===== src/hw/rtl/cartesian_to_spherical_defines.svh =====
// Assertion macros for the cartesian to spherical converter.
// Needs nothing else; included by the top level only.
`ifndef CARTESIAN_TO_SPHERICAL_DEFINES_SVH
`define CARTESIAN_TO_SPHERICAL_DEFINES_SVH

// check a condition in the same cycle
`define C2S_ASSERT_NOW(name, clk, rstn, ante, cons) \
    name: assert property (@(posedge clk) disable iff (!rstn) (ante) |-> (cons)) \
        else $error("c2s: same-cycle check failed");

// check a condition in the next cycle
`define C2S_ASSERT_NEXT(name, clk, rstn, ante, cons) \
    name: assert property (@(posedge clk) disable iff (!rstn) (ante) |=> (cons)) \
        else $error("c2s: next-cycle check failed");

`endif


===== src/hw/rtl/c2s_pkg.sv =====
// Shared types, constants and elaboration-time functions of the converter.
// Used by every module of the block but the square-root cell; depends on nothing.
`default_nettype none

package c2s_pkg;

    localparam int COORD_BITS    = 32;
    localparam int ANGLE_BITS    = 16;
    localparam int THR_BITS      = 16;
    localparam int APB_ADDR_BITS = 3;
    localparam int APB_DATA_BITS = 32;
    localparam int TURN_BITS     = 64;
    localparam int CORDIC_STAGES = 62;
    localparam int NORM_STEPS    = 8;
    localparam int POLAR_SHIFT   = 15;
    localparam int PL_SHIFT      = 30;

    localparam logic [APB_ADDR_BITS-3:0] REG_ZERO_THRESHOLD = '0;

    localparam logic [TURN_BITS-1:0] TURN_QUARTER  = 64'h1000_0000_0000_0000;
    localparam logic [TURN_BITS-1:0] TURN_HALF     = 64'h2000_0000_0000_0000;
    localparam logic [TURN_BITS-1:0] TURN_3QUARTER = 64'h3000_0000_0000_0000;
    localparam logic [TURN_BITS-1:0] TURN_FULL     = 64'h4000_0000_0000_0000;
    localparam logic [TURN_BITS-1:0] TURN_EIGHTH   = 64'h0800_0000_0000_0000;
    localparam logic [TURN_BITS-1:0] PI_Q60        = 64'h3243_F6A8_885A_308D;

    localparam logic [ANGLE_BITS-1:0] UNITS_HALF = ANGLE_BITS'(1) << (ANGLE_BITS - 1);

    typedef enum logic [1:0] {
        SIDE_ZERO,
        SIDE_POS,
        SIDE_NEG
    } side_t;

    typedef struct packed {
        logic signed [COORD_BITS-1:0] x_coord;
        logic signed [COORD_BITS-1:0] y_coord;
        logic signed [COORD_BITS-1:0] z_coord;
    } in_word_t;

    typedef struct packed {
        logic [COORD_BITS-1:0] radius;
        logic [ANGLE_BITS-1:0] polar_angle;
        logic [ANGLE_BITS-1:0] azimuth;
        logic                  undefined_flag;
    } out_word_t;

    typedef struct packed {
        side_t side_x;
        side_t side_y;
        side_t side_z;
        logic  zero_all;
        logic  pl_zero;
    } meta_t;

    function automatic logic [63:0] udiv_low(input logic [127:0] num, input logic [63:0] den);
        logic [64:0] rem;
        logic [63:0] quo;
        int          b;
        rem = '0;
        quo = '0;
        for (b = 127; b >= 0; b--) begin
            rem = {rem[63:0], num[b]};
            quo = {quo[62:0], 1'b0};
            if (rem >= {1'b0, den}) begin
                rem    = rem - {1'b0, den};
                quo[0] = 1'b1;
            end
        end
        return quo;
    endfunction

    // atan(2^-idx) in turns, 2^62 per turn, rounded to nearest
    function automatic logic [63:0] atan_entry(input int idx);
        logic [63:0]  rad;
        logic [63:0]  term;
        logic [127:0] num;
        int           k;
        int           e;
        rad = '0;
        if (idx == 0) begin
            return TURN_EIGHTH;
        end
        for (k = 0; k < 31; k++) begin
            e = idx * (2 * k + 1);
            if (e <= 60) begin
                term = udiv_low(128'(64'h1 << (60 - e)), 64'(2 * k + 1));
                if (k[0]) begin
                    rad = rad - term;
                end else begin
                    rad = rad + term;
                end
            end
        end
        num = {2'b00, rad, 62'b0} + {64'b0, PI_Q60};
        return udiv_low(num, {PI_Q60[62:0], 1'b0});
    endfunction

    function automatic logic [TURN_BITS-1:0] clamp_turn(input logic [TURN_BITS-1:0] z);
        if (z[TURN_BITS-1]) begin
            return '0;
        end
        return (z > TURN_QUARTER) ? TURN_QUARTER : z;
    endfunction

    function automatic logic [ANGLE_BITS-1:0] to_units(input logic [TURN_BITS-1:0] a);
        logic [TURN_BITS-1:0] sum;
        sum = a + (TURN_BITS'(1) << (61 - ANGLE_BITS));
        return sum[61 -: ANGLE_BITS];
    endfunction

endpackage

`default_nettype wire


===== src/hw/rtl/c2s_norm_cell.sv =====
// One binary step of the operand normaliser ahead of the CORDIC.
// Depends on c2s_pkg; instantiated by the top level.
`default_nettype none

module c2s_norm_cell #(
    parameter int SHIFT = 1,
    parameter bit RIGHT = 1'b0
) (
    input  wire logic                          aclk,
    input  wire logic                          en,
    input  wire logic [c2s_pkg::TURN_BITS-1:0] p_in,
    input  wire logic [c2s_pkg::TURN_BITS-1:0] q_in,
    output logic      [c2s_pkg::TURN_BITS-1:0] p_out,
    output logic      [c2s_pkg::TURN_BITS-1:0] q_out
);

    import c2s_pkg::*;

    logic [TURN_BITS-1:0] both;
    logic                 hit;
    logic [TURN_BITS-1:0] p_next;
    logic [TURN_BITS-1:0] q_next;
    logic [TURN_BITS-1:0] p_reg;
    logic [TURN_BITS-1:0] q_reg;

    assign both = p_in | q_in;

    always_comb begin
        if (RIGHT) begin
            hit    = (both >> (59 + SHIFT)) != '0;
            p_next = hit ? (p_in >> SHIFT) : p_in;
            q_next = hit ? (q_in >> SHIFT) : q_in;
        end else begin
            hit    = (both >> (60 - SHIFT)) == '0;
            p_next = hit ? (p_in << SHIFT) : p_in;
            q_next = hit ? (q_in << SHIFT) : q_in;
        end
    end

    always_ff @(posedge aclk) begin
        if (en) begin
            p_reg <= p_next;
            q_reg <= q_next;
        end
    end

    assign p_out = p_reg;
    assign q_out = q_reg;

endmodule

`default_nettype wire


===== config.mk =====
export PLATFORM = sky130hd
export DESIGN_NAME = c2s_norm_cell
export DESIGN_NICKNAME = d
export VERILOG_FILES = /design/src/hw/rtl/cartesian_to_spherical_defines.svh /design/src/hw/rtl/c2s_pkg.sv /design/src/hw/rtl/c2s_norm_cell.sv
export SDC_FILE = /design/constraint.sdc
export NUM_CORES = 1
export LEC_CHECK = 0
export BUFFER_PORTS_ARGS = -buffer_cell sky130_fd_sc_hd__buf_2
export CORE_MARGIN = 2
export CORE_UTILIZATION = 46
export CTS_CLUSTER_SIZE = 12
export DETAILED_ROUTE_END_ITERATION = 10
export HOLD_SLACK_MARGIN = 0.05
export PLACE_DENSITY = 0.83
export SLEW_MARGIN = 30
export SYNTH_ARGS = -nofsm -noshare
export SYNTH_HDL_FRONTEND = slang
export SYNTH_SLANG_ARGS = --single-unit

===== constraint.sdc =====
create_clock -name aclk -period 2.1 [get_ports aclk]
set_input_delay 0.105 -clock aclk [delete_from_list [all_inputs] [get_ports aclk]]
set_output_delay 0.105 -clock aclk [all_outputs]
set_load 0.01 [all_outputs]

## Yosys cells after proc, flatten, opt, wreduce, memory -nomap -nowiden

Cells that the tools add are included.
Widths: inputs -> output; s select.

- Output and inout port bits: 128
- Register bits after elaboration: 128

- Reduce and logical (&&, ||, !) cells: 1
- Bitwise gates (word level): 1
- Mux-type cells: 2

Operator list:

| operator | count |
|---|---|
| $mux 64 | 2 |
| $logic_not 64->1 | 1 |
| $or 64x64->64 | 1 |

## Logic depth before layout (Yosys ltp)

- Depth in word-level cells: 3
- Depth in mapped cells: 6
- Depth with buffers taken out: 3

## Worst setup path before layout

OpenSTA, ideal clock, no wires.

- Path kind: input-to-reg
- Start: input port p_in[61] (netlist name)
- End: register p_reg[41] (netlist: p_out[41]) (data pin)
- Arrival: 1.258 ns
- Cell stages on the path: 6
- Buffers on the path: 3
- Setup slack: 0.582 ns
- Path through: nor4_2 -> nand3_1 -> buf_2 -> buf_6 -> buf_6 -> mux2_4

- Longest elaborated chain between the ends: 3

Ends and longest elaborated chain:

| element | RTL line | source |
|---|---|---|
| start: declaration | c2s_norm_cell.sv:11 | `input wire logic [c2s_pkg::TURN_BITS-1:0] p_in,` |
| $or 64x64->64 | c2s_norm_cell.sv:26 | `assign both = p_in \| q_in;` |
| $logic_not 64->1 | c2s_norm_cell.sv:34 | `hit = (both >> (60 - SHIFT)) == '0;` |
| $mux 64 | c2s_norm_cell.sv:35 | `p_next = hit ? (p_in << SHIFT) : p_in;` |
| net p_next[41] | c2s_norm_cell.sv:21 | `logic [TURN_BITS-1:0] p_next;` |
| end signal: assignment | c2s_norm_cell.sv:42 | `p_reg <= p_next;` |
| end: declaration | c2s_norm_cell.sv:23 | `logic [TURN_BITS-1:0] p_reg;` |

The timed path passes the listed nets, and every way through them passes these cells.
A chain may end at the register's enable or synchronous reset.

## Final worst setup path

Ends and elaborated chain as after synthesis.

==> out/summary.md <==
* status: completed
* Met1 Routed Length: 5459 um
* floorplan core area: 11420 sq um
* transition time at the pin with the least slew margin: 0.5984 ns
* Max Used Layer: met4
* CTS tree: yes
* number of levels in the clock H-tree: 4
* total routing resource utilization after global routing: 0.2343
* signal arrival time at the worst endpoint: 2.14 ns
* vertical extent of the die: 112.3 um
* diode count: 0
* DRC marker count from the first detailed-route iteration: 191
* class of the tightest hold or removal check: input pin to register
* power density normalized to cell area: 780.3 nW/um^2
* Rel. slew slack: 0.5978
* data required time at the worst endpoint: 2.25 ns
* area of combinational cells with multiple inputs: 1453 sq um
* synthesized area divided by synthesized cell count: 19.77 sq um
* max-capacitance violation count: 0
* clk sinks: 128
* post-cts resize count: 0
* floorplan row count: 39
* Max FO, Critical Path: 65
* Leakage: 3.736 nW
* Synthesized Nets: 403
* DIE WIDTH: 112.3 um
* launching element type of the critical path: input pin
* total placed cells including tap cells: 656
* non-filler cells, final: 814
* antenna violations before repair: 0
* PortBufs: 257
* hold violation count in the final report: 0
* critical path's largest stage delay: 0.57 ns
* net count of the finished layout: 791
* Worst Setup End Kind: register
* maximum count of clock buffers along a single path: 2
* number of top-level design ports: 258
* Pre-Repair DR Iteration Count: 4
* stages on the worst setup path: 6
* Setup TNS Final: 0 ns
* min cycle time layout: 1.994 ns
* endpoints failing setup: 0
* synthesized instance count: 273
* Routability Congestion: 0.7652
* CP cell instances: dlygate4sd3_1 -> buf_2 -> nor4_2 -> nand3_4 -> buf_12 -> mux2_4
* Area Growth Syn to Fin: 60.99%
* via count of the first global-routing pass: 4463
* Fill cells: 691
* clock buffer count from CTS: 17
* global route total overflow: 0
* Bufs and invs on worst path: 3
* Routed WL per cell: 18.10 um
* DR DRC count: 0
* crit path kind: input pin to register
* clock tree root buffer cell: sky130_fd_sc_hd__clkbuf_16
* number of distinct standard cells referenced by the synthesized netlist: 11
* crit share post-route: 0.9495
* highest attainable clock frequency: 501.5 MHz
* final HPWL from detailed placement: 8864 um
* Pwr Total: 6.781 mW
* count of cells along the worst hold path: 1
* Seq cells post-synth: 128
* area taken by flip-flops and latches: 3844 sq um
* clk slew on worst S/H paths: 0.06 ns
* Initial Utilization: 0.4727
* total length of routed wires: 14740 um
* die area: 12620 sq um
* slowest stage cell, crit path: sky130_fd_sc_hd__nor4_2
* number of nets still failing antenna checks after routing: 0
* Met3 Routed Length: 1094 um
* pin count of the biggest net entering global routing: 66
* detail-routed via count per cell: 4.967
* # Post-CTS Setup Buffers: 0
* Netlist Area Pre-Place: 5398 sq um
* DR vias: 4043
* Post-CTS Hold Buffers: 129
* share of synthesized area occupied by flip-flops and latches: 0.7121
* final number of max-transition violations: 0
* met2 wirelength from detailed routing: 7821 um
* cell family contributing the most delay on the critical path: buffers and inverters
* global-route wire length before repair: 22660 um
* total number of yosys warnings: 0
* VDD IR max: 0.4863 mV
* fraction of layout cells with a size suffix above 1: 0.6021
* setup repair after global routing missed its margin: no
## cells in the mapped netlist
cell type	count	area (sq um)
sky130_fd_sc_hd__nor2_1	1	3.750
sky130_fd_sc_hd__edfxtp_1	128	3844
sky130_fd_sc_hd__mux2_2	98	1104
sky130_fd_sc_hd__nand3_1	1	5.000
sky130_fd_sc_hd__buf_2	10	50.05
sky130_fd_sc_hd__mux2_4	18	270.3
sky130_fd_sc_hd__nor4_2	2	25.02
sky130_fd_sc_hd__a41o_1	2	20.02
sky130_fd_sc_hd__and2_1	2	12.51
sky130_fd_sc_hd__clkbuf_1	8	30.03
sky130_fd_sc_hd__buf_6	3	33.78
## where the power goes
part / total, mW / switching, mW / internal [mW]
logic: 0.858 / 0.385 / 0.473
registers: 3.10 / 0.0587 / 3.04
clock network: 2.82 / 1.00 / 1.82
total: 6.78 / 1.44 / 5.34
## routing by layer
layer  global-route usage  vias to the layer above
li1                     -                     1855
met1               0.2567                     1943
met2               0.4245                      214
met3              0.07127                       31
met4              0.09350                        0
met5                    0                        -
## through the flow
step           setup WS, ns  cell area [sq um]    util  hold slack (ns)
2_1_floorplan        0.5816               5398       -           0.2175
3_3_place_gp         0.3780               6844  0.5994           0.3087
3_5_place_dp         0.3303               6844  0.5994           0.3112
4_1_cts              0.1944               8690  0.7610           0.1652
5_1_grt             0.08519               8690  0.7610           0.1717
6_report             0.1060               8690  0.7610           0.1730
## sequential cells by signal (all words and copies together), names as in the netlist
register / flops
p_out: 64
q_out: 64
## kinds of logic after synthesis
logic type / synth area share
DFF: 0.7121
muxes: 0.2545
buffers and inverters: 0.02109
and+or+nand+nor: 0.008574
AOI/OAI and AO/OA: 0.003709
## placed cells by master, fill, tap and decap left out, types with 3 or more instances in the layout
master                          synthesis  routed
sky130_fd_sc_hd__clkinv_1               0       3
sky130_fd_sc_hd__clkbuf_16              0      17
sky130_fd_sc_hd__dlygate4sd3_1          0     129
sky130_fd_sc_hd__mux2_2                98      98
sky130_fd_sc_hd__clkinv_2               0       4
sky130_fd_sc_hd__mux2_4                18      18
sky130_fd_sc_hd__buf_12                 0       4
sky130_fd_sc_hd__edfxtp_1             128     128
sky130_fd_sc_hd__bufinv_16              0       3
sky130_fd_sc_hd__buf_2                 10     256
## cell type report
| cell class | instances | area share |
|---|---|---|
| Clock buffer | 19 | 0.04982 |
| Clock inverter | 10 | 0.01397 |
| Multi-Input combinational cell | 124 | 0.1672 |
| Sequential cell | 128 | 0.4423 |
| Tap cell | 143 | 0.02059 |
| Timing Repair Buffer | 390 | 0.3061 |
## final timing paths
path / from / to / slack (ns)
hold / removal: en / q_out[34] / 0.17
setup / recovery: p_in[61] / p_out[41] / 0.11
Note: power is estimated with default switching activity, not from simulation.
