`config.mk`:
```
export PLATFORM = sky130hd
export DESIGN_NAME = c2s_cordic_cell
export DESIGN_NICKNAME = d
export VERILOG_FILES = /design/src/hw/rtl/cartesian_to_spherical_defines.svh /design/src/hw/rtl/c2s_pkg.sv /design/src/hw/rtl/c2s_cordic_cell.sv
export SDC_FILE = /design/constraint.sdc
export NUM_CORES = 1
export LEC_CHECK = 0
export BUFFER_PORTS_ARGS = -buffer_cell sky130_fd_sc_hd__buf_4
export CAP_MARGIN = 30
export CORE_ASPECT_RATIO = 1.75
export CORE_MARGIN = 4
export CORE_UTILIZATION = 43
export DETAILED_ROUTE_END_ITERATION = 10
export GPL_TIMING_DRIVEN = 0
export PLACE_DENSITY = 0.67
export SYNTH_ARGS = -nofsm -noshare
export SYNTH_HDL_FRONTEND = slang
export SYNTH_SLANG_ARGS = --single-unit
export TNS_END_PERCENT = 10
```
`constraint.sdc`:
```
create_clock -name aclk -period 7.8 [get_ports aclk]
set_input_delay 1.17 -clock aclk [delete_from_list [all_inputs] [get_ports aclk]]
set_output_delay 1.17 -clock aclk [all_outputs]
set_load 0.02 [all_outputs]
```
`src/hw/rtl/cartesian_to_spherical_defines.svh`:
```
// Assertion macros for the cartesian to spherical converter.
// Needs nothing else; included by the top level only.
`ifndef CARTESIAN_TO_SPHERICAL_DEFINES_SVH
`define CARTESIAN_TO_SPHERICAL_DEFINES_SVH

// check a condition in the same cycle
`define C2S_ASSERT_NOW(name, clk, rstn, ante, cons) \
    name: assert property (@(posedge clk) disable iff (!rstn) (ante) |-> (cons)) \
        else $error("c2s: same-cycle check failed");

// check a condition in the next cycle
`define C2S_ASSERT_NEXT(name, clk, rstn, ante, cons) \
    name: assert property (@(posedge clk) disable iff (!rstn) (ante) |=> (cons)) \
        else $error("c2s: next-cycle check failed");

`endif

```
`src/hw/rtl/c2s_pkg.sv`:
```
// Shared types, constants and elaboration-time functions of the converter.
// Used by every module of the block but the square-root cell; depends on nothing.
`default_nettype none

package c2s_pkg;

    localparam int COORD_BITS    = 32;
    localparam int ANGLE_BITS    = 16;
    localparam int THR_BITS      = 16;
    localparam int APB_ADDR_BITS = 3;
    localparam int APB_DATA_BITS = 32;
    localparam int TURN_BITS     = 64;
    localparam int CORDIC_STAGES = 62;
    localparam int NORM_STEPS    = 8;
    localparam int POLAR_SHIFT   = 15;
    localparam int PL_SHIFT      = 30;

    localparam logic [APB_ADDR_BITS-3:0] REG_ZERO_THRESHOLD = '0;

    localparam logic [TURN_BITS-1:0] TURN_QUARTER  = 64'h1000_0000_0000_0000;
    localparam logic [TURN_BITS-1:0] TURN_HALF     = 64'h2000_0000_0000_0000;
    localparam logic [TURN_BITS-1:0] TURN_3QUARTER = 64'h3000_0000_0000_0000;
    localparam logic [TURN_BITS-1:0] TURN_FULL     = 64'h4000_0000_0000_0000;
    localparam logic [TURN_BITS-1:0] TURN_EIGHTH   = 64'h0800_0000_0000_0000;
    localparam logic [TURN_BITS-1:0] PI_Q60        = 64'h3243_F6A8_885A_308D;

    localparam logic [ANGLE_BITS-1:0] UNITS_HALF = ANGLE_BITS'(1) << (ANGLE_BITS - 1);

    typedef enum logic [1:0] {
        SIDE_ZERO,
        SIDE_POS,
        SIDE_NEG
    } side_t;

    typedef struct packed {
        logic signed [COORD_BITS-1:0] x_coord;
        logic signed [COORD_BITS-1:0] y_coord;
        logic signed [COORD_BITS-1:0] z_coord;
    } in_word_t;

    typedef struct packed {
        logic [COORD_BITS-1:0] radius;
        logic [ANGLE_BITS-1:0] polar_angle;
        logic [ANGLE_BITS-1:0] azimuth;
        logic                  undefined_flag;
    } out_word_t;

    typedef struct packed {
        side_t side_x;
        side_t side_y;
        side_t side_z;
        logic  zero_all;
        logic  pl_zero;
    } meta_t;

    function automatic logic [63:0] udiv_low(input logic [127:0] num, input logic [63:0] den);
        logic [64:0] rem;
        logic [63:0] quo;
        int          b;
        rem = '0;
        quo = '0;
        for (b = 127; b >= 0; b--) begin
            rem = {rem[63:0], num[b]};
            quo = {quo[62:0], 1'b0};
            if (rem >= {1'b0, den}) begin
                rem    = rem - {1'b0, den};
                quo[0] = 1'b1;
            end
        end
        return quo;
    endfunction

    // atan(2^-idx) in turns, 2^62 per turn, rounded to nearest
    function automatic logic [63:0] atan_entry(input int idx);
        logic [63:0]  rad;
        logic [63:0]  term;
        logic [127:0] num;
        int           k;
        int           e;
        rad = '0;
        if (idx == 0) begin
            return TURN_EIGHTH;
        end
        for (k = 0; k < 31; k++) begin
            e = idx * (2 * k + 1);
            if (e <= 60) begin
                term = udiv_low(128'(64'h1 << (60 - e)), 64'(2 * k + 1));
                if (k[0]) begin
                    rad = rad - term;
                end else begin
                    rad = rad + term;
                end
            end
        end
        num = {2'b00, rad, 62'b0} + {64'b0, PI_Q60};
        return udiv_low(num, {PI_Q60[62:0], 1'b0});
    endfunction

    function automatic logic [TURN_BITS-1:0] clamp_turn(input logic [TURN_BITS-1:0] z);
        if (z[TURN_BITS-1]) begin
            return '0;
        end
        return (z > TURN_QUARTER) ? TURN_QUARTER : z;
    endfunction

    function automatic logic [ANGLE_BITS-1:0] to_units(input logic [TURN_BITS-1:0] a);
        logic [TURN_BITS-1:0] sum;
        sum = a + (TURN_BITS'(1) << (61 - ANGLE_BITS));
        return sum[61 -: ANGLE_BITS];
    endfunction

endpackage

`default_nettype wire

```
`src/hw/rtl/c2s_cordic_cell.sv`:
```
// One vectoring CORDIC rotation with its arctangent constant.
// Depends on c2s_pkg; instantiated by the top level.
`default_nettype none

module c2s_cordic_cell #(
    parameter int STAGE = 0
) (
    input  wire logic                          aclk,
    input  wire logic                          en,
    input  wire logic [c2s_pkg::TURN_BITS-1:0] x_in,
    input  wire logic [c2s_pkg::TURN_BITS-1:0] y_in,
    input  wire logic [c2s_pkg::TURN_BITS-1:0] z_in,
    output logic      [c2s_pkg::TURN_BITS-1:0] x_out,
    output logic      [c2s_pkg::TURN_BITS-1:0] y_out,
    output logic      [c2s_pkg::TURN_BITS-1:0] z_out
);

    import c2s_pkg::*;

    localparam logic [TURN_BITS-1:0] ATAN = atan_entry(STAGE);

    logic [TURN_BITS-1:0] xs;
    logic [TURN_BITS-1:0] ys;
    logic [TURN_BITS-1:0] x_next;
    logic [TURN_BITS-1:0] y_next;
    logic [TURN_BITS-1:0] z_next;
    logic [TURN_BITS-1:0] x_reg;
    logic [TURN_BITS-1:0] y_reg;
    logic [TURN_BITS-1:0] z_reg;

    assign xs = x_in >> STAGE;
    assign ys = $unsigned($signed(y_in) >>> STAGE);

    always_comb begin
        if (!y_in[TURN_BITS-1]) begin
            x_next = x_in + ys;
            y_next = y_in - xs;
            z_next = z_in + ATAN;
        end else begin
            x_next = x_in - ys;
            y_next = y_in + xs;
            z_next = z_in - ATAN;
        end
    end

    always_ff @(posedge aclk) begin
        if (en) begin
            x_reg <= x_next;
            y_reg <= y_next;
            z_reg <= z_next;
        end
    end

    assign x_out = x_reg;
    assign y_out = y_reg;
    assign z_out = z_reg;

endmodule

`default_nettype wire

```
## Word level (Yosys, flattened, before mapping)

Cells that the tools add are included.

| cells by class | value |
|---|---|
| muxes and demuxes | 3 |
| $add $sub $neg | 5 |

Operators with widths:

| cell | count |
|---|---|
| 64-bit 2-to-1 mux | 3 |
| 64-bit subtractor | 2 |
| 64-bit by 60-bit adder with 64-bit output (second input constant) | 1 |
| 64-bit adder | 1 |
| 64-bit by 60-bit subtractor with 64-bit output (second input constant) | 1 |

| word-level totals | value |
|---|---|
| register bits after elaboration | 192 |
| word-level logic and storage cells | 11 |
| input port bits | 194 |

## Longest topological paths before layout

| logic depth | value |
|---|---|
| depth after elaboration | 2 |
| gate-level depth with buffers | 14 |
| gate-level depth less buffers | 13 |

## Worst setup path after synthesis

OpenSTA, ideal clock, no wires.

| path | value |
|---|---|
| path kind | input to register |
| start | input port x_in[0] (netlist bit) |
| end | register x_reg[62], in the netlist x_out[62] (data pin) |
| stages | 12 |
| buffers on the path | 0 |
| arrival time | 3.979 ns |
| required time | 7.540 ns |
| slack | 3.561 ns |
| path through | ha_1 > fa_1 > nor2b_1 > o311ai_4 > a211oi_2 > a211oi_4 > a2111oi_2 > a2111oi_4 > o221ai_2 > a221o_1 > a21o_1 > xnor2_1 |

| between the ends | value |
|---|---|
| cells in the longest elaborated chain, start to end | 2 |
| elaborated cells between the ends (all ways) | 3 |
| classes of those cells | add/sub (2); mux (1) |

RTL lines:

| element | RTL line | RTL |
|---|---|---|
| from (decl) | c2s_cordic_cell.sv:10 | `input wire logic [c2s_pkg::TURN_BITS-1:0] x_in,` |
| 64-bit adder or 64-bit subtractor (tied branches) | c2s_cordic_cell.sv:36, c2s_cordic_cell.sv:40 |  |
| 64-bit 2-to-1 mux (*) | c2s_cordic_cell.sv:35 | `if (!y_in[TURN_BITS-1]) begin` |
| net x_next[62] | c2s_cordic_cell.sv:24 | `logic [TURN_BITS-1:0] x_next;` |
| to (signal assigned) | c2s_cordic_cell.sv:48 | `x_reg <= x_next;` |
| to (decl) | c2s_cordic_cell.sv:27 | `logic [TURN_BITS-1:0] x_reg;` |

Mark *: on every way through the listed nets, which the timed path passes. The rest lies on a longest branch.
A chain may end at the register's enable or synchronous reset.

## Final worst setup path

| path | value |
|---|---|
| start | input port x_in[0] (netlist bit) |
| end | register x_reg[36], in the netlist x_out[36] (data pin) |

Same word-level chain as after synthesis.

==> flow_summary.yaml <==
outcome:
  outcome: "finished clean"
cts:
  cts_buffers: 17
  clock-sinks: 191
  h-tree-depth: 4
  clock-root-buffer: "clkbuf_16"
  ctsHoldBuffers: 0
  clock_path_buffers: 2
  cts_resized: 0
  clk_pin_slew_ns: 0.09
  cts_setup_buffers: 0
  cts_tree: "built"
detailed_routing:
  vias: 19175
  drtIter0Drc: 1660
  first_pass_iters: 6
  post_drt_wl_per_cell_um: 28.7
  via_per_inst: 6.16
  drcViolationCount: 0
  final_antenna_net_count: 0
  drt_wl_total_um: 89500
timing:
  fmaxAchievable_ghz: 0.192
  rsz0062_at_grt: "false"
  drv_slew: 0
  hold_viol: 0
  setup_ws_ns: 2.59
  setup_viol: 0
  tightest_slew_ns: 1.07
  period_minus_slack_ns: 5.21
  period_share_pct: 66.8
  relSlewSlack_pct: 28.7
  fin_tns_setup_ns: 0
global_route:
  grt_first_pass_wirelength_um: 127000
  grt_max_degree: 112
  track_usage_pct: 37.9
  antenna_found_initial: 5
  grt_pass1_vias: 19654
  overflow: 0
floorplan:
  die_y_um: 280
  start_util_pct: 43.5
  core_area_sq_um: 41700
  die_w_um: 163
  rows: 99
  io-pin-count: 386
  die_area_sq_um: 45700
worst_setup_path:
  arrival_ns: 5.44
  cp.required_ns: 8.04
  crit_path_end_kind: "flop"
  crit_type: "primary input to flop"
  critPathMaxFanout: 6
  startpoint_type: "primary input"
  cp-startpoint: "x_in[0]"
hold_path:
  holdCritStartpoint: "z_in[25]"
  hold_path.class: "primary input to flop"
  worstHoldPathCells: 1
finish:
  final_util_pct: 54.2
  drive_above_1_share_pct: 19.8
  fin_nets: 2936
  nFillCells: 3914
  final_common_cell: "buf_4"
  layout_common_cells: "buf_4 (387), a21oi_1 (281), inv_1 (199), ha_1 (193), edfxtp_1 (191)"
  areaGrowthSynthToFinish_pct: 24.5
  fin_cells: 3115
synth:
  syn_area_sq_um: 18200
  ys_seq_area_share_pct: 31.6
  ys_warn_count: 0
  synth_seq_cells: 191
  synth.avg_cell_area_sq_um: 8.55
  async_flop_share_pct: 0
  ys.flop_type: "edfxtp_1"
  syn_nets: 2515
  synth_edf_count: 191
  ys_types: 90
  synthCells: 2124
pwr:
  leakagePower_nw: 9.77
  p_comb_share_pct: 44.0
  irDropWorstVdd_v: 0.000140
  internal_power_mw: 2.43
  switching_share_pct: 41.5
  total_power_mw: 4.15
  clkPwrFrac_pct: 23.1
  power_frac_seq_pct: 33.0
  p_per_area_nw_per_um2: 183
  p_sw_mw: 1.72
place:
  place_ws_ns: 2.15
  io_buffer_count: 385
  routabilityCongestion: 1.04
  dpl.cell_count: 3077
  post-dp-hpwl_um: 73300
flow_run:
  drv_cap: 0
path summary, 6_finish.rpt:
| path | end |
|---|---|
| max | x_out[36] |
| min | z_out[25] |
state kept, by name (all words and copies together) (netlist names):
name   flops
x_out     64
z_out     64
y_out     63
cell usage after synthesis (4+ instances only):
cell	count	area share [%]
a2111oi_0	4	0.19
a211o_1	6	0.29
a211oi_1	23	0.95
a21boi_0	7	0.29
a21o_1	56	2.3
a21oi_1	281	7.7
a221o_1	4	0.22
a31o_2	5	0.24
a31oi_1	20	0.69
and3_1	5	0.17
buf_1	14	0.29
buf_2	16	0.44
clkbuf_1	67	1.4
edfxtp_1	191	32
fa_1	4	0.44
ha_1	193	13
inv_1	199	4.1
mux2i_1	25	1.4
nand2_1	110	2.3
nand2b_1	25	0.86
nand3_1	32	0.88
nand4_1	40	1.4
nor2_1	173	3.6
nor2b_1	23	0.79
nor3_1	49	1.4
nor4_1	26	0.90
o211ai_1	18	0.74
o21a_1	21	0.87
o21ai_0	128	3.5
o21ai_1	14	0.39
o21ba_2	5	0.28
o21bai_1	55	2.3
o221ai_1	10	0.48
o311ai_0	6	0.29
o31a_1	7	0.34
o31ai_1	33	1.4
or2_2	13	0.45
or3_1	8	0.28
xnor2_1	114	5.5
xor2_1	9	0.43
layout make-up:
class,count,area [sq um],share of cell area (%)
timing repair buffer,402,3140,13.9
multi-input combinational,1627,11200,49.7
buffer,101,422,1.86
tap,555,694,3.07
antenna,2,5.00,0.0221
clock inverter,15,193,0.852
clock buffer,17,425,1.88
inverter,205,772,3.41
sequential,191,5740,25.4
critical path, cell delays in order:
cell	delay, ns
buf_4	0.13
ha_1	0.22
fa_1	0.45
nor2b_1	0.22
o311ai_4	0.35
a211oi_2	0.19
a211oi_4	0.67
a211oi_1	0.22
o21ai_0	0.26
nand2b_1	0.22
a21oi_1	0.48
o21ai_0	0.35
xnor2_1	0.50
through the flow:
step	hold slack, ns	area, sq um
after floorplan	1.27	18200
after global placement	1.35	21700
after detailed placement	1.35	21900
after CTS	0.849	22600
after global routing	0.859	22600
final	0.859	22600
power by group through the flow:
| stage | registers (mW) | clock network, mW | logic, mW |
|---|---|---|---|
| 6_report | 1.37 | 0.957 | 1.82 |
| 3_5_place_dp | 1.39 | 0 | 1.77 |
| 4_1_cts | 1.37 | 0.969 | 1.78 |
| 2_1_floorplan | 1.58 | 0 | 0.799 |
| 5_1_grt | 1.38 | 1.00 | 1.91 |
| 3_3_place_gp | 1.39 | 0 | 1.75 |
cell families after synthesis:
family / Yosys count / share of synthesized area (%)
AO/OA/AOI/OAI: 756 / 26.9
AND/OR/NAND/NOR: 524 / 13.8
buffers and inverters: 306 / 6.57
adder cells (fa/ha/maj): 197 / 13.7
flip-flops: 191 / 31.6
XOR/XNOR: 123 / 5.93
multiplexers: 27 / 1.50
metal layers:
metal	up-vias	part of all wire [%]	global-route usage, %
met3	440	6.6	6.54
met5	-	0.046	0
met2	1139	52	69.9
met4	6	12	35.8
li1	8548	-	-
met1	9042	30	34.0
Note: power is estimated with default switching activity, not from simulation.
