===== src/hw/rtl/cartesian_to_spherical_defines.svh =====
// Assertion macros for the cartesian to spherical converter.
// Needs nothing else; included by the top level only.
`ifndef CARTESIAN_TO_SPHERICAL_DEFINES_SVH
`define CARTESIAN_TO_SPHERICAL_DEFINES_SVH

// check a condition in the same cycle
`define C2S_ASSERT_NOW(name, clk, rstn, ante, cons) \
    name: assert property (@(posedge clk) disable iff (!rstn) (ante) |-> (cons)) \
        else $error("c2s: same-cycle check failed");

// check a condition in the next cycle
`define C2S_ASSERT_NEXT(name, clk, rstn, ante, cons) \
    name: assert property (@(posedge clk) disable iff (!rstn) (ante) |=> (cons)) \
        else $error("c2s: next-cycle check failed");

`endif


===== src/hw/rtl/c2s_sqrt_cell.sv =====
// One digit cell of the pipelined restoring square root.
// Uses nothing from the package; instantiated by the top level.
`default_nettype none

module c2s_sqrt_cell #(
    parameter int NW  = 64,
    parameter int RW  = 32,
    parameter int BIT = 0
) (
    input  wire logic          aclk,
    input  wire logic          en,
    input  wire logic [NW-1:0] rem_in,
    input  wire logic [RW-1:0] root_in,
    output logic      [NW-1:0] rem_out,
    output logic      [RW-1:0] root_out
);

    localparam int TW = 2 * RW + 2;

    logic [TW-1:0] rem_ext;
    logic [TW-1:0] trial;
    logic [NW-1:0] rem_next;
    logic [RW-1:0] root_next;
    logic [NW-1:0] rem_reg;
    logic [RW-1:0] root_reg;

    assign rem_ext = TW'(rem_in);
    assign trial   = (TW'(root_in) << (BIT + 1)) + (TW'(1) << (2 * BIT));

    always_comb begin
        if (rem_ext >= trial) begin
            rem_next  = NW'(rem_ext - trial);
            root_next = root_in | (RW'(1) << BIT);
        end else begin
            rem_next  = rem_in;
            root_next = root_in;
        end
    end

    always_ff @(posedge aclk) begin
        if (en) begin
            rem_reg  <= rem_next;
            root_reg <= root_next;
        end
    end

    assign rem_out  = rem_reg;
    assign root_out = root_reg;

endmodule

`default_nettype wire


===== config.mk =====
export PLATFORM = sky130hd
export DESIGN_NAME = c2s_sqrt_cell
export DESIGN_NICKNAME = d
export VERILOG_FILES = /design/src/hw/rtl/cartesian_to_spherical_defines.svh /design/src/hw/rtl/c2s_sqrt_cell.sv
export SDC_FILE = /design/constraint.sdc
export NUM_CORES = 1
export LEC_CHECK = 0
export BUFFER_PORTS_ARGS = -buffer_cell sky130_fd_sc_hd__buf_2
export CAP_MARGIN = 10
export CORE_MARGIN = 2
export CORE_UTILIZATION = 30
export CTS_BUF_LIST = sky130_fd_sc_hd__clkbuf_4 sky130_fd_sc_hd__clkbuf_8
export CTS_CLUSTER_SIZE = 12
export DETAILED_ROUTE_END_ITERATION = 16
export GPL_ROUTABILITY_DRIVEN = 0
export PLACE_DENSITY = 0.54
export SYNTH_ARGS = -nofsm -noshare
export SYNTH_HDL_FRONTEND = slang
export SYNTH_SLANG_ARGS = --single-unit
export TNS_END_PERCENT = 100

===== constraint.sdc =====
create_clock -name aclk -period 6.43 [get_ports aclk]
set_input_delay 0 -clock aclk [delete_from_list [all_inputs] [get_ports aclk]]
set_output_delay 0 -clock aclk [all_outputs]
set_load 0.1 [all_outputs]

* Word level (Yosys, flattened, before mapping)
Cells that the tools add are included.
W data, S select, Z words.
** Cells by class
- Add/sub/neg operators :: 2
- Magnitude comparators :: 1
- Mux-type cells :: 1
** Operator list (number)
- $ge A64 B34 Y1 :: 1
- $mux W64 :: 1
- $sub A64 B34 Y64 :: 1
- $add A33 B1 Y34 const B :: 1
** Storage, ports and cells
- Flip-flop bits (word level) :: 96
- Input bits :: 98
- Output and inout bits :: 96
- Logic and storage cells :: 7

* Depth between registers and ports, before layout
Gate-level depths: netlist (run 1).
- Word-level depth :: 3
- Mapped depth :: 13
- Mapped depth without buffers :: 11

* Least setup slack after synthesis (run 1)
No wires, ideal clock.
- Kind :: input port to flip-flop
- Start point :: input rem_in[46]
- End point :: register rem_reg[53] (netlist: rem_out[53]) (data pin)
- Data arrival time :: 2.414 ns
- Setup slack :: 3.750 ns
- Stages :: 11
- Path through :: or4_1 > or4b_1 > buf_2 > nand4bb_1 > a31o_1 > a221o_1 > buf_2 > nand4b_4 > buf_6 > nor3_1 > xor2_1
** On the way
- Cells in the longest elaborated chain, start to end :: 2
- Elaborated cells between the ends (all ways) :: 3
- Those cells by class :: add/sub: 1; order compare: 1; mux: 1
** Ends and longest elaborated chain
- start, declared :: line c2s_sqrt_cell.sv:12 : input wire logic [NW-1:0] rem_in,
- $sub A64 B34 Y64 or $ge A64 B34 Y1 (tied branches) :: line c2s_sqrt_cell.sv:32, c2s_sqrt_cell.sv:31
- $mux W64 (*) :: line c2s_sqrt_cell.sv:31 : if (rem_ext >= trial) begin
- via rem_next[53] :: line c2s_sqrt_cell.sv:22 : logic [NW-1:0] rem_next;
- end signal, assigned :: line c2s_sqrt_cell.sv:42 : rem_reg <= rem_next;
- end, declared :: line c2s_sqrt_cell.sv:24 : logic [NW-1:0] rem_reg;
Mark *: on every way through the listed nets, which the timed path passes. The rest lies on a longest branch.
A chain may end at the register's enable or synchronous reset.

* Worst setup path in the final report (run 1)
- Start point :: input root_in[17]
- End point :: register rem_reg[45] (netlist: rem_out[45]) (data pin)
** On the way
- Cells in the longest elaborated chain, start to end :: 3
- Elaborated cells between the ends (all ways) :: 4
- Those cells by class :: add/sub: 2; order compare: 1; mux: 1
** Ends and longest elaborated chain
- start, declared :: line c2s_sqrt_cell.sv:13 : input wire logic [RW-1:0] root_in,
- $add A33 B1 Y34 (*) :: line c2s_sqrt_cell.sv:28 : assign trial = (TW'(root_in) << (BIT + 1)) + (TW'(1) << (2 * BIT));
- $sub A64 B34 Y64 or $ge A64 B34 Y1 (tied branches) :: line c2s_sqrt_cell.sv:32, c2s_sqrt_cell.sv:31
- $mux W64 (*) :: line c2s_sqrt_cell.sv:31
- via rem_next[45] :: line c2s_sqrt_cell.sv:22
Marked as above.

==> qor.csv, run 1 <==
stage;metric;value;unit
run_status;status;completed;
synthesis;largest family of logic cells by synthesized area;simple AND/OR/NAND/NOR gates;
synthesis;Post-Synth Simple-Gate Area;16.5;%
detailed_routing;starting DRC count in detailed routing;298;
clock_tree;H-tree Lvls;3;
clock_tree;number of gates resized after CTS;0;
timing;Slew Viols, Final;0;
power_and_ir_drop;cell area power density;253;mW/mm2
synthesis;Compound-Gate Fraction of Synth Area;15.0;%
timing;RSZ-0062 raised after global routing;false;
clock_tree;Num Clock Sinks;96;
global_route;Total GRT Usage;16.4;%
worst_setup_path;Worst EP arrival;4.08;ns
detailed_routing;drt pass-1 iters;4;
detailed_routing;Via-to-Cell Ratio;4.78;
layout;Post-Layout Cell Count;1151;
power_and_ir_drop;Static Leakage;3.48;nW
global_route;largest net degree at the start of global routing;57;
floorplan;Die Area;0.0212;mm2
timing;Max transition margin;44.7;%
worst_setup_path;Critical Path End Type;flop;
floorplan;die width;146;um
synthesis;EDFF count, synth;96;
global_route;met1 usage;21.7;%
detailed_routing;Post-DRT Antenna Nets;0;
placement;buffers added on ports;193;
power_and_ir_drop;switching part of the total power;45.1;%
clock_tree;# Post-CTS Setup Buffers;0;
global_route;initial antenna violation count;1;
synthesis;Avg Inst Size Synth;10.0;um2
layout;synth-to-layout area growth;38.9;%
run;max-cap viol count;0;
global_route;first-pass GRT wire length;27900;um
clock_tree;clk slew on worst S/H paths;0.09;ns
global_route;vias in the first global route;5426;
layout;share of layout cells above drive strength 1;25.1;%
synthesis;adder-cell area share of the yosys netlist;7.20;%
power_and_ir_drop;clock share of power;19.0;%
global_route;met2 Resource Use GR;27.4;%
placement;Placed Area;0.00724;mm2
timing;slew of the pin with the lowest slew margin;0.819;ns
clock_tree;hold_buf cts;92;
synthesis;yosys synthesis warning count;0;
timing;Worst Slack Setup Final;2.47;ns
clock_tree;root buffer cell;clkbuf_8;
detailed_routing;vias;5499;
timing;max frequency;253;MHz
synthesis;flops & latches, synth;96;
clock_tree;TritonCTS buffer count;9;
global_route;met3 usage;3.98;%
timing;final setup fails;0;
timing;crit path time final;3.96;ns
synthesis;Seq/Total Area, Yosys;48.0;%
timing;TNS Setup;0;ns
placement;DP HPWL;13500;um
synthesis;Async S/R FF share, synth;0;%
floorplan;placement row count;51;
layout;final net count;1012;
floorplan;chip height;146;um
synthesis;Distinct cells, synth;57;
clock_tree;clock buffer depth;2;
power_and_ir_drop;VDD IR-drop max;115;uV
worst_setup_path;Crit Path Class;in2reg;
synthesis;XOR/XNOR share of the synthesized area;9.03;%
floorplan;I/O pin count;194;
worst_setup_path;critical path launch point type;input port;
placement;dpl cells;1042;
timing;Final period util;61.5;%
synthesis;Post-Syn Area;0.00601;mm2
global_route;gr ovfl total;0;
power_and_ir_drop;Pint;0.00116;W
synthesis;Syn Nets;733;
power_and_ir_drop;Psw;0.000953;W
worst_setup_path;CP Max Fanout;37;
floorplan;Placeable Area;0.0196;mm2
detailed_routing;final wirelength;17500;um
clock_tree;CTS tree;built;
synthesis;instance count of the mapped netlist;601;
synthesis;top_reg_cell synth;edfxtp_1;
detailed_routing;post-DR wirelength/cell;15.2;um
min_path;Hold Path Class;in2reg;
timing;final hold vios;0;
placement;worst slack, placed;2.59;ns
power_and_ir_drop;sequential fraction of design power;37.3;%
synthesis;multiplexer area fraction after synthesis;0.187;%
layout;Final Cell Area;0.00835;mm2
detailed_routing;DRC viols;0;
floorplan;initial cell density of the core;30.7;%
power_and_ir_drop;Comb pwr share;43.6;%
global_route;gr busiest metal;met2;
worst_setup_path;Req. time, crit path;6.55;ns
==> sequential cells by signal, summed over array words and instances (netlist names) <==
name / count
rem_out: 64
root_out: 32
==> critical path: stages <==
cell	delay, ns
dlygate4sd3_1	0.52
buf_2	0.11
inv_1	0.04
ha_1	0.41
nand2_1	0.17
o21ai_1	0.24
a21oi_1	0.12
o41ai_1	0.69
a221o_2	0.51
buf_4	0.41
nand4b_4	0.34
nor4_1	0.39
xor2_1	0.11
==> layout make-up <==
type / count / area [um2]
clock inverters: 6 / 60.1
clock buffers: 10 / 131
flip-flops and latches: 96 / 2880
well taps: 265 / 332
inverters: 40 / 150
fillers: 1975 / 11200
multi-input cells: 445 / 2880
repair buffers: 288 / 1910
diodes: 1 / 2.50
==> per-layer routing <==
layer	up-vias	wire (um)
li1	2771	-
met1	2564	8220
met2	150	8180
met3	14	920
met4	0	174
met5	-	0
==> stage by stage <==
step / hold WS [ns] / power (W) / utilization, %
global placement: 0.192 / 0.00168 / 36.9
detailed placement: 0.193 / 0.00168 / 36.9
global route: 0.0151 / 0.00221 / 42.6
floorplan: 0.0989 / 0.00151 / -
finish: 0.00747 / 0.00212 / 42.6
CTS: 0.00131 / 0.00214 / 42.6
==> path summary, 6_finish.rpt <==
kind / startpoint / to / depth (start not counted)
hold / removal: rem_in[10] / rem_out[10] / 3
setup / recovery: root_in[17] / rem_out[45] / 13
==> synthesized netlist by cell type (all sizes together) (2+ instances only) <==
master / n / share of area [%]
edfxtp: 96 / 48
a21oi: 69 / 5.7
nor2: 58 / 3.6
nand2: 45 / 2.8
inv: 40 / 2.5
o21ai: 36 / 3.0
xor2: 36 / 5.2
ha: 33 / 6.9
xnor2: 26 / 3.8
nor3: 21 / 1.8
clkbuf: 12 / 0.75
nand3: 12 / 1.0
nor4: 12 / 1.4
nand4: 11 / 1.1
buf: 8 / 0.87
or4: 8 / 1.0
a21o: 7 / 0.87
or3: 7 / 0.73
o211ai: 6 / 0.75
a31oi: 5 / 0.52
o21bai: 5 / 0.62
nand2b: 4 / 0.42
or2: 4 / 0.42
a211oi: 3 / 0.37
o211a: 3 / 0.50
o21a: 3 / 0.37
a211o: 2 / 0.29
a221o: 2 / 0.33
and2: 2 / 0.21
and3: 2 / 0.21
nand4b: 2 / 0.54
nor2b: 2 / 0.21
or4b: 2 / 0.33
==> placed cells by master (no fill, tap or decap), types with 9 or more instances in the layout <==
cell type / synthesis / layout
buf_2: 6 / 192
edfxtp_1: 96 / 96
dlygate4sd3_1: 0 / 92
a21oi_1: 69 / 69
nor2_1: 58 / 58
nand2_1: 45 / 45
inv_1: 40 / 40
xor2_1: 36 / 36
o21ai_0: 35 / 35
ha_1: 33 / 33
xnor2_1: 26 / 26
nor3_1: 20 / 20
nand3_1: 12 / 12
nor4_1: 11 / 11
nand4_1: 11 / 11
clkbuf_8: 0 / 9
==> kinds of logic (layout without fill, tap and decap cells) <==
logic type	count (synthesis)	after routing
adders and majority gates	34	34
other	0	1
xor gates and xnor gates	62	62
DFF	96	96
and+or+nand+nor	197	197
muxes	1	1
buffers and inverters	60	344
AOI/OAI and AO/OA	151	151
==> power by group through the flow <==
stage          Sequential [W]  Clock, W  Combinational [W]
6_report             0.000790  0.000403           0.000923
5_1_grt              0.000798  0.000440           0.000973
4_1_cts              0.000791  0.000425           0.000927
3_5_place_dp         0.000804         0           0.000880
3_3_place_gp         0.000804         0           0.000881
2_1_floorplan         0.00130         0           0.000207
Note: power is estimated with default switching activity, not from simulation.
==> run 2: changes to the inputs <==
==> constraint.sdc (replaced) <==
create_clock -name aclk -period 3.7 [get_ports aclk]
set_input_delay 0 -clock aclk [delete_from_list [all_inputs] [get_ports aclk]]
set_output_delay 0 -clock aclk [all_outputs]
set_load 0.1 [all_outputs]
==> qor.csv, run 2 (same netlist as run 1, synthesis figures left out) <==
stage;metric;value;unit;change
power_and_ir_drop;total power;0.00363;W;was 0.00212 W
clock_tree;clock buffer depth;2;;unchanged
detailed_routing;Post-DRT Antenna Nets;0;;unchanged
detailed_routing;Max Used Layer;met4;;unchanged
worst_setup_path;CP Max Fanout;6;;was 37
min_path;hold depth;3;;unchanged
timing;Slew Viols, Final;0;;unchanged
detailed_routing;metal3 WL;957;um;was 920 um
min_path;worst hold path endpoint;rem_out[10];;unchanged
power_and_ir_drop;sequential fraction of design power;37.8;%;was 37.3%
layout;share of layout cells above drive strength 1;25.5;%;was 25.1%
layout;Largest register FFs;64;;unchanged
layout;final net count;1015;;was 1012
clock_tree;CTS tree;built;;unchanged
detailed_routing;vias;5497;;was 5499
detailed_routing;drt pass-1 iters;5;;was 4
run_status;status;completed;;unchanged
timing;RSZ-0062 raised after global routing;false;;unchanged
global_route;Total GRT Usage;16.7;%;was 16.4%
worst_setup_path;critical path launch point type;input port;;unchanged
power_and_ir_drop;Static Leakage;3.49;nW;was 3.48 nW
floorplan;chip height;146;um;unchanged
worst_setup_path;Critical Path End Type;flop;;unchanged
clock_tree;number of gates resized after CTS;0;;unchanged
clock_tree;H-tree Lvls;3;;unchanged
detailed_routing;met2 routed WL;8380;um;was 8180 um
timing;Hold Slack;0.0152;ns;was 0.00747 ns
worst_setup_path;Req. time, crit path;3.83;ns;was 6.55 ns
floorplan;I/O pin count;194;;unchanged
min_path;Min-Delay Startpoint;rem_in[10];;unchanged
power_and_ir_drop;VDD IR-drop max;179;uV;was 115 uV
layout;commonest cells after routing, fill and taps aside;buf_2 (192), edfxtp_1 (96), dlygate4sd3_1 (92);;unchanged
floorplan;die width;146;um;unchanged
detailed_routing;starting DRC count in detailed routing;344;;was 298
detailed_routing;Post-Route M1 WL;8140;um;was 8220 um
timing;crit path time final;3.31;ns;
placement;DP HPWL;13600;um;was 13500 um
timing;max frequency;302;MHz;
timing;final hold vios;0;;unchanged
timing;slew of the pin with the lowest slew margin;0.574;ns;was 0.819 ns
power_and_ir_drop;switching part of the total power;45.8;%;was 45.1%
global_route;initial antenna violation count;1;;unchanged
global_route;first-pass GRT wire length;28500;um;was 27900 um
floorplan;Die Area;0.0212;mm2;unchanged
clock_tree;TritonCTS buffer count;9;;unchanged
power_and_ir_drop;clock share of power;17.7;%;was 19.0%
detailed_routing;Via-to-Cell Ratio;4.76;;was 4.78
floorplan;initial cell density of the core;30.7;%;unchanged
timing;Final period util;89.5;%;
power_and_ir_drop;Pint;0.00196;W;was 0.00116 W
floorplan;Placeable Area;0.0196;mm2;unchanged
timing;Max transition margin;61.7;%;was 44.7%
power_and_ir_drop;cell area power density;434;mW/mm2;was 253 mW/mm2
layout;most common cell after layout, fill and taps aside;buf_2;;unchanged
timing;final setup fails;0;;unchanged
global_route;vias in the first global route;5566;;was 5426
global_route;gr ovfl total;0;;unchanged
clock_tree;clk slew on worst S/H paths;0.09;ns;about the same
placement;buffers added on ports;193;;unchanged
run;max-cap viol count;0;;unchanged
detailed_routing;DRC viols;0;;unchanged
clock_tree;root buffer cell;clkbuf_8;;unchanged
worst_setup_path;crit path launch;rem_in[1];;was root_in[17]
floorplan;placement row count;51;;unchanged
global_route;largest net degree at the start of global routing;36;;was 57
worst_setup_path;Crit Path Class;in2reg;;unchanged
detailed_routing;post-DR wirelength/cell;15.4;um;was 15.2 um
min_path;Hold Path Class;in2reg;;unchanged
detailed_routing;final wirelength;17700;um;was 17500 um
layout;synth-to-layout area growth;39.0;%;was 38.9%
power_and_ir_drop;Comb pwr share;44.4;%;was 43.6%
timing;TNS Setup;0;ns;unchanged
worst_setup_path;Worst EP arrival;3.44;ns;was 4.08 ns
power_and_ir_drop;Psw;0.00166;W;was 0.000953 W
clock_tree;Num Clock Sinks;96;;unchanged
## run 2: worst max-delay path, cell delays in order
cell           delay [ns]
dlygate4sd3_1        0.54
buf_2                0.15
fa_1                 0.47
a211oi_1             0.28
o21ai_0              0.26
nand4_1              0.20
nand4_1              0.23
a31oi_1              0.44
nand3_1              0.34
nor4_1               0.42
xor2_1               0.11
## run 2: area by class of cell
class                      instances  area (um2)
clock inverter                     5        33.8
inverter                          40         150
fill                            1977       11200
sequential                        96        2880
antenna                            1        2.50
tap                              265         332
clock buffer                      11         139
multi-input combinational        445        2880
timing repair buffer             291        1930
## run 2: power by group through the flow
| stage | Clock (W) | Sequential, W | Combinational (W) |
|---|---|---|---|
| floorplan | 0 | 0.00226 | 0.000360 |
| global placement | 0 | 0.00140 | 0.00154 |
| detailed placement | 0 | 0.00140 | 0.00154 |
| CTS | 0.000674 | 0.00137 | 0.00162 |
| global route | 0.000709 | 0.00139 | 0.00170 |
| finish | 0.000643 | 0.00137 | 0.00161 |
## run 2: repair_timing
action	4_1_cts	5_1_grt
endpoints found under the setup margin	0	0
hold endpoints to repair	92	0
hold buffers	92	0
buffers inserted	0	0
## run 2: per-stage QoR
stage,instance area [um2],util [%],instances,setup WS (ns)
after floorplan,6010,-,601,1.02
after global placement,7260,37.1,1045,0.549
after detailed placement,7260,37.1,1045,0.561
after CTS,8350,42.6,1153,0.431
after global routing,8360,42.7,1154,0.302
final,8360,42.7,1154,0.389
## run 2: worst max path at each step
stage	end	slack, ns	cells past startpoint
after floorplan	rem_out[53]	1.02	11
after global placement	rem_out[50]	0.55	10
after detailed placement	rem_out[50]	0.56	10
after CTS	rem_out[50]	0.43	11
after global routing	rem_out[51]	0.30	12
final	rem_out[50]	0.39	11
## run 2: layer usage
layer	vias up	track usage [%]
li1	2774	-
met1	2533	21.5
met2	171	28.3
met3	19	3.35
met4	0	4.95
met5	-	0
==> run 3: changes to the inputs <==
--- a/config.mk
+++ b/config.mk
@@ -13,7 +13,8 @@
 export CTS_CLUSTER_SIZE = 12
 export DETAILED_ROUTE_END_ITERATION = 16
 export GPL_ROUTABILITY_DRIVEN = 0
-export PLACE_DENSITY = 0.54
+export PLACE_DENSITY_LB_ADDON = 0.08
+export SKIP_LAST_GASP = 1
 export SYNTH_ARGS = -nofsm -noshare
 export SYNTH_HDL_FRONTEND = slang
 export SYNTH_SLANG_ARGS = --single-unit
==> qor.csv, run 3 (same netlist as run 1, synthesis figures left out) <==
stage;metric;value;unit;change
timing;final hold vios;0;;unchanged
min_path;hold depth;2;;was 3
detailed_routing;drt pass-1 iters;5;;unchanged
clock_tree;Num Clock Sinks;96;;unchanged
timing;max frequency;299;MHz;was 302 MHz
detailed_routing;vias;5569;;was 5497
detailed_routing;post-DR wirelength/cell;15.6;um;was 15.4 um
timing;Hold Slack;0.0376;ns;was 0.0152 ns
min_path;Min-Delay Startpoint;rem_in[33];;was rem_in[10]
layout;commonest cells after routing, fill and taps aside;buf_2 (192), edfxtp_1 (96), dlygate4sd3_1 (92);;unchanged
global_route;vias in the first global route;5835;;was 5566
timing;slew of the pin with the lowest slew margin;0.964;ns;was 0.574 ns
timing;Final period util;90.4;%;was 89.5%
detailed_routing;Via-to-Cell Ratio;4.83;;was 4.76
layout;fillers;1983;;was 1977
global_route;initial antenna violation count;0;;was 1
min_path;worst hold path endpoint;rem_out[33];;was rem_out[10]
min_path;Hold Path Class;in2reg;;unchanged
worst_setup_path;critical path launch point type;input port;;unchanged
clock_tree;clk slew on worst S/H paths;0.10;ns;was 0.09 ns
run;max-cap viol count;0;;unchanged
layout;share of layout cells above drive strength 1;25.5;%;about the same
detailed_routing;Post-DRT Antenna Nets;0;;unchanged
floorplan;chip height;146;um;unchanged
layout;final net count;1014;;was 1015
floorplan;I/O pin count;194;;unchanged
floorplan;placement row count;51;;unchanged
layout;Largest register FFs;64;;unchanged
layout;Post-Layout Cell Count;1152;;was 1154
power_and_ir_drop;total power;0.00378;W;was 0.00363 W
floorplan;die width;146;um;unchanged
timing;TNS Setup;0;ns;unchanged
timing;RSZ-0062 raised after global routing;false;;unchanged
detailed_routing;final wirelength;18000;um;was 17700 um
worst_setup_path;most frequent CP cell;nand4_1;;unchanged
run_status;status;completed;;unchanged
floorplan;Placeable Area;0.0196;mm2;unchanged
worst_setup_path;CP max stage delay;0.54;ns;about the same
power_and_ir_drop;Static Leakage;3.51;nW;was 3.49 nW
timing;Slew Viols, Final;0;;unchanged
detailed_routing;starting DRC count in detailed routing;258;;was 344
global_route;Total GRT Usage;17.0;%;was 16.7%
layout;most common cell after layout, fill and taps aside;buf_2;;unchanged
power_and_ir_drop;cell area power density;450;mW/mm2;was 434 mW/mm2
worst_setup_path;CP Max Fanout;6;;unchanged
timing;Worst Slack Setup Final;0.356;ns;was 0.389 ns
clock_tree;root buffer cell;clkbuf_8;;unchanged
worst_setup_path;Crit Path Class;in2reg;;unchanged
worst_setup_path;critical-path cell list;dlygate4sd3_1, buf_2, inv_1, fa_1, a211oi_1, o21ai_0, nand4_1, nand4_1, a31oi_1, nand3_1, nor4_1, xor2_1;;was dlygate4sd3_1, buf_2, fa_1, a211oi_1, o21ai_0, nand4_1, nand4_1, a31oi_1, nand3_1, nor4_1, xor2_1
global_route;largest net degree at the start of global routing;74;;was 36
placement;dpl cells;1044;;was 1045
timing;Max transition margin;35.7;%;was 61.7%
worst_setup_path;Critical Path Slowest Stage Cell;dlygate4sd3_1;;unchanged
global_route;first-pass GRT wire length;29000;um;was 28500 um
clock_tree;H-tree Lvls;3;;unchanged
clock_tree;CTS tree;built;;unchanged
detailed_routing;DRC viols;0;;unchanged
floorplan;Die Area;0.0212;mm2;unchanged
worst_setup_path;Worst EP arrival;3.47;ns;was 3.44 ns
timing;crit path time final;3.34;ns;was 3.31 ns
placement;DP HPWL;13600;um;about the same
layout;# diodes;0;;was 1
global_route;gr ovfl total;0;;unchanged
placement;worst slack, placed;0.502;ns;was 0.561 ns
clock_tree;clock buffer depth;2;;unchanged
timing;final setup fails;0;;unchanged
clock_tree;TritonCTS buffer count;9;;unchanged
layout;synth-to-layout area growth;39.6;%;was 39.0%
floorplan;initial cell density of the core;30.7;%;unchanged
worst_setup_path;Req. time, crit path;3.83;ns;about the same
placement;buffers added on ports;193;;unchanged
power_and_ir_drop;VDD IR-drop max;195;uV;was 179 uV
worst_setup_path;Critical Path End Type;flop;;unchanged
clock_tree;# Post-CTS Setup Buffers;0;;unchanged
==> run 3: cell types whose count changed in the layout (fill, tap and decap cells not counted), sizes merged <==
cell	before	now
clkbuf	11	9
clkinv	4	5
buf	199	198
bufinv	0	2
diode	1	0
clkinvlp	1	0
==> run 3: worst max-delay path by stage <==
stage / startpoint / to / slack, ns / cells past startpoint
global placement: rem_in[46] / rem_out[12] / 0.60 / 8
CTS: rem_in[1] / rem_out[44] / 0.36 / 11
floorplan: rem_in[46] / rem_out[53] / 1.02 / 11
detailed placement: rem_in[1] / rem_out[44] / 0.50 / 10
finish: root_in[0] / rem_out[44] / 0.36 / 12
global route: root_in[17] / rem_out[57] / 0.15 / 12
==> run 3: timing repair <==
action,CTS,global route
hold buffers,92,0
endpoints found under the hold margin,92,0
resized for setup,0,0
==> run 3: report_power, final <==
part / switching (W) / internal [W] / leakage [nW] / total [W]
logic: 0.00125 / 0.000359 / 2.45 / 0.00161
clock network: 0.000410 / 0.000382 / 0.113 / 0.000793
registers: 0.0000321 / 0.00135 / 0.940 / 0.00138
==> run 3: final cells by class <==
cell class              count  area (um2)  area share, %
multi-input cells         445        2880           34.3
clock inverters             7        96.3           1.15
repair buffers            290        1930           23.0
clock buffers               9         124           1.48
inverters                  40         150           1.79
flip-flops and latches     96        2880           34.3
well taps                 265         332           3.95
==> run 3: metal layers <==
metal	track usage, %	vias to the layer above	wire (um)
li1	-	2771	-
met1	22.0	2602	8220
met2	29.1	181	8660
met3	2.54	15	869
met4	5.83	0	269
met5	0	-	0
==> run 3: stage by stage <==
stage | instance area, um2 | util [%]
global placement | 7250 | 37.0
CTS | 8390 | 42.8
floorplan | 6010 | -
global route | 8390 | 42.8
finish | 8390 | 42.8
detailed placement | 7250 | 37.0
==> run 3: critical path: cells and delay by family <==
kind	cells	cell delay [ns]
and+or+nand+nor	4	1.20
AOI/OAI and AO/OA	3	0.97
buffers and inverters	3	0.72
adders and majority gates	1	0.45
xor gates and xnor gates	1	0.13
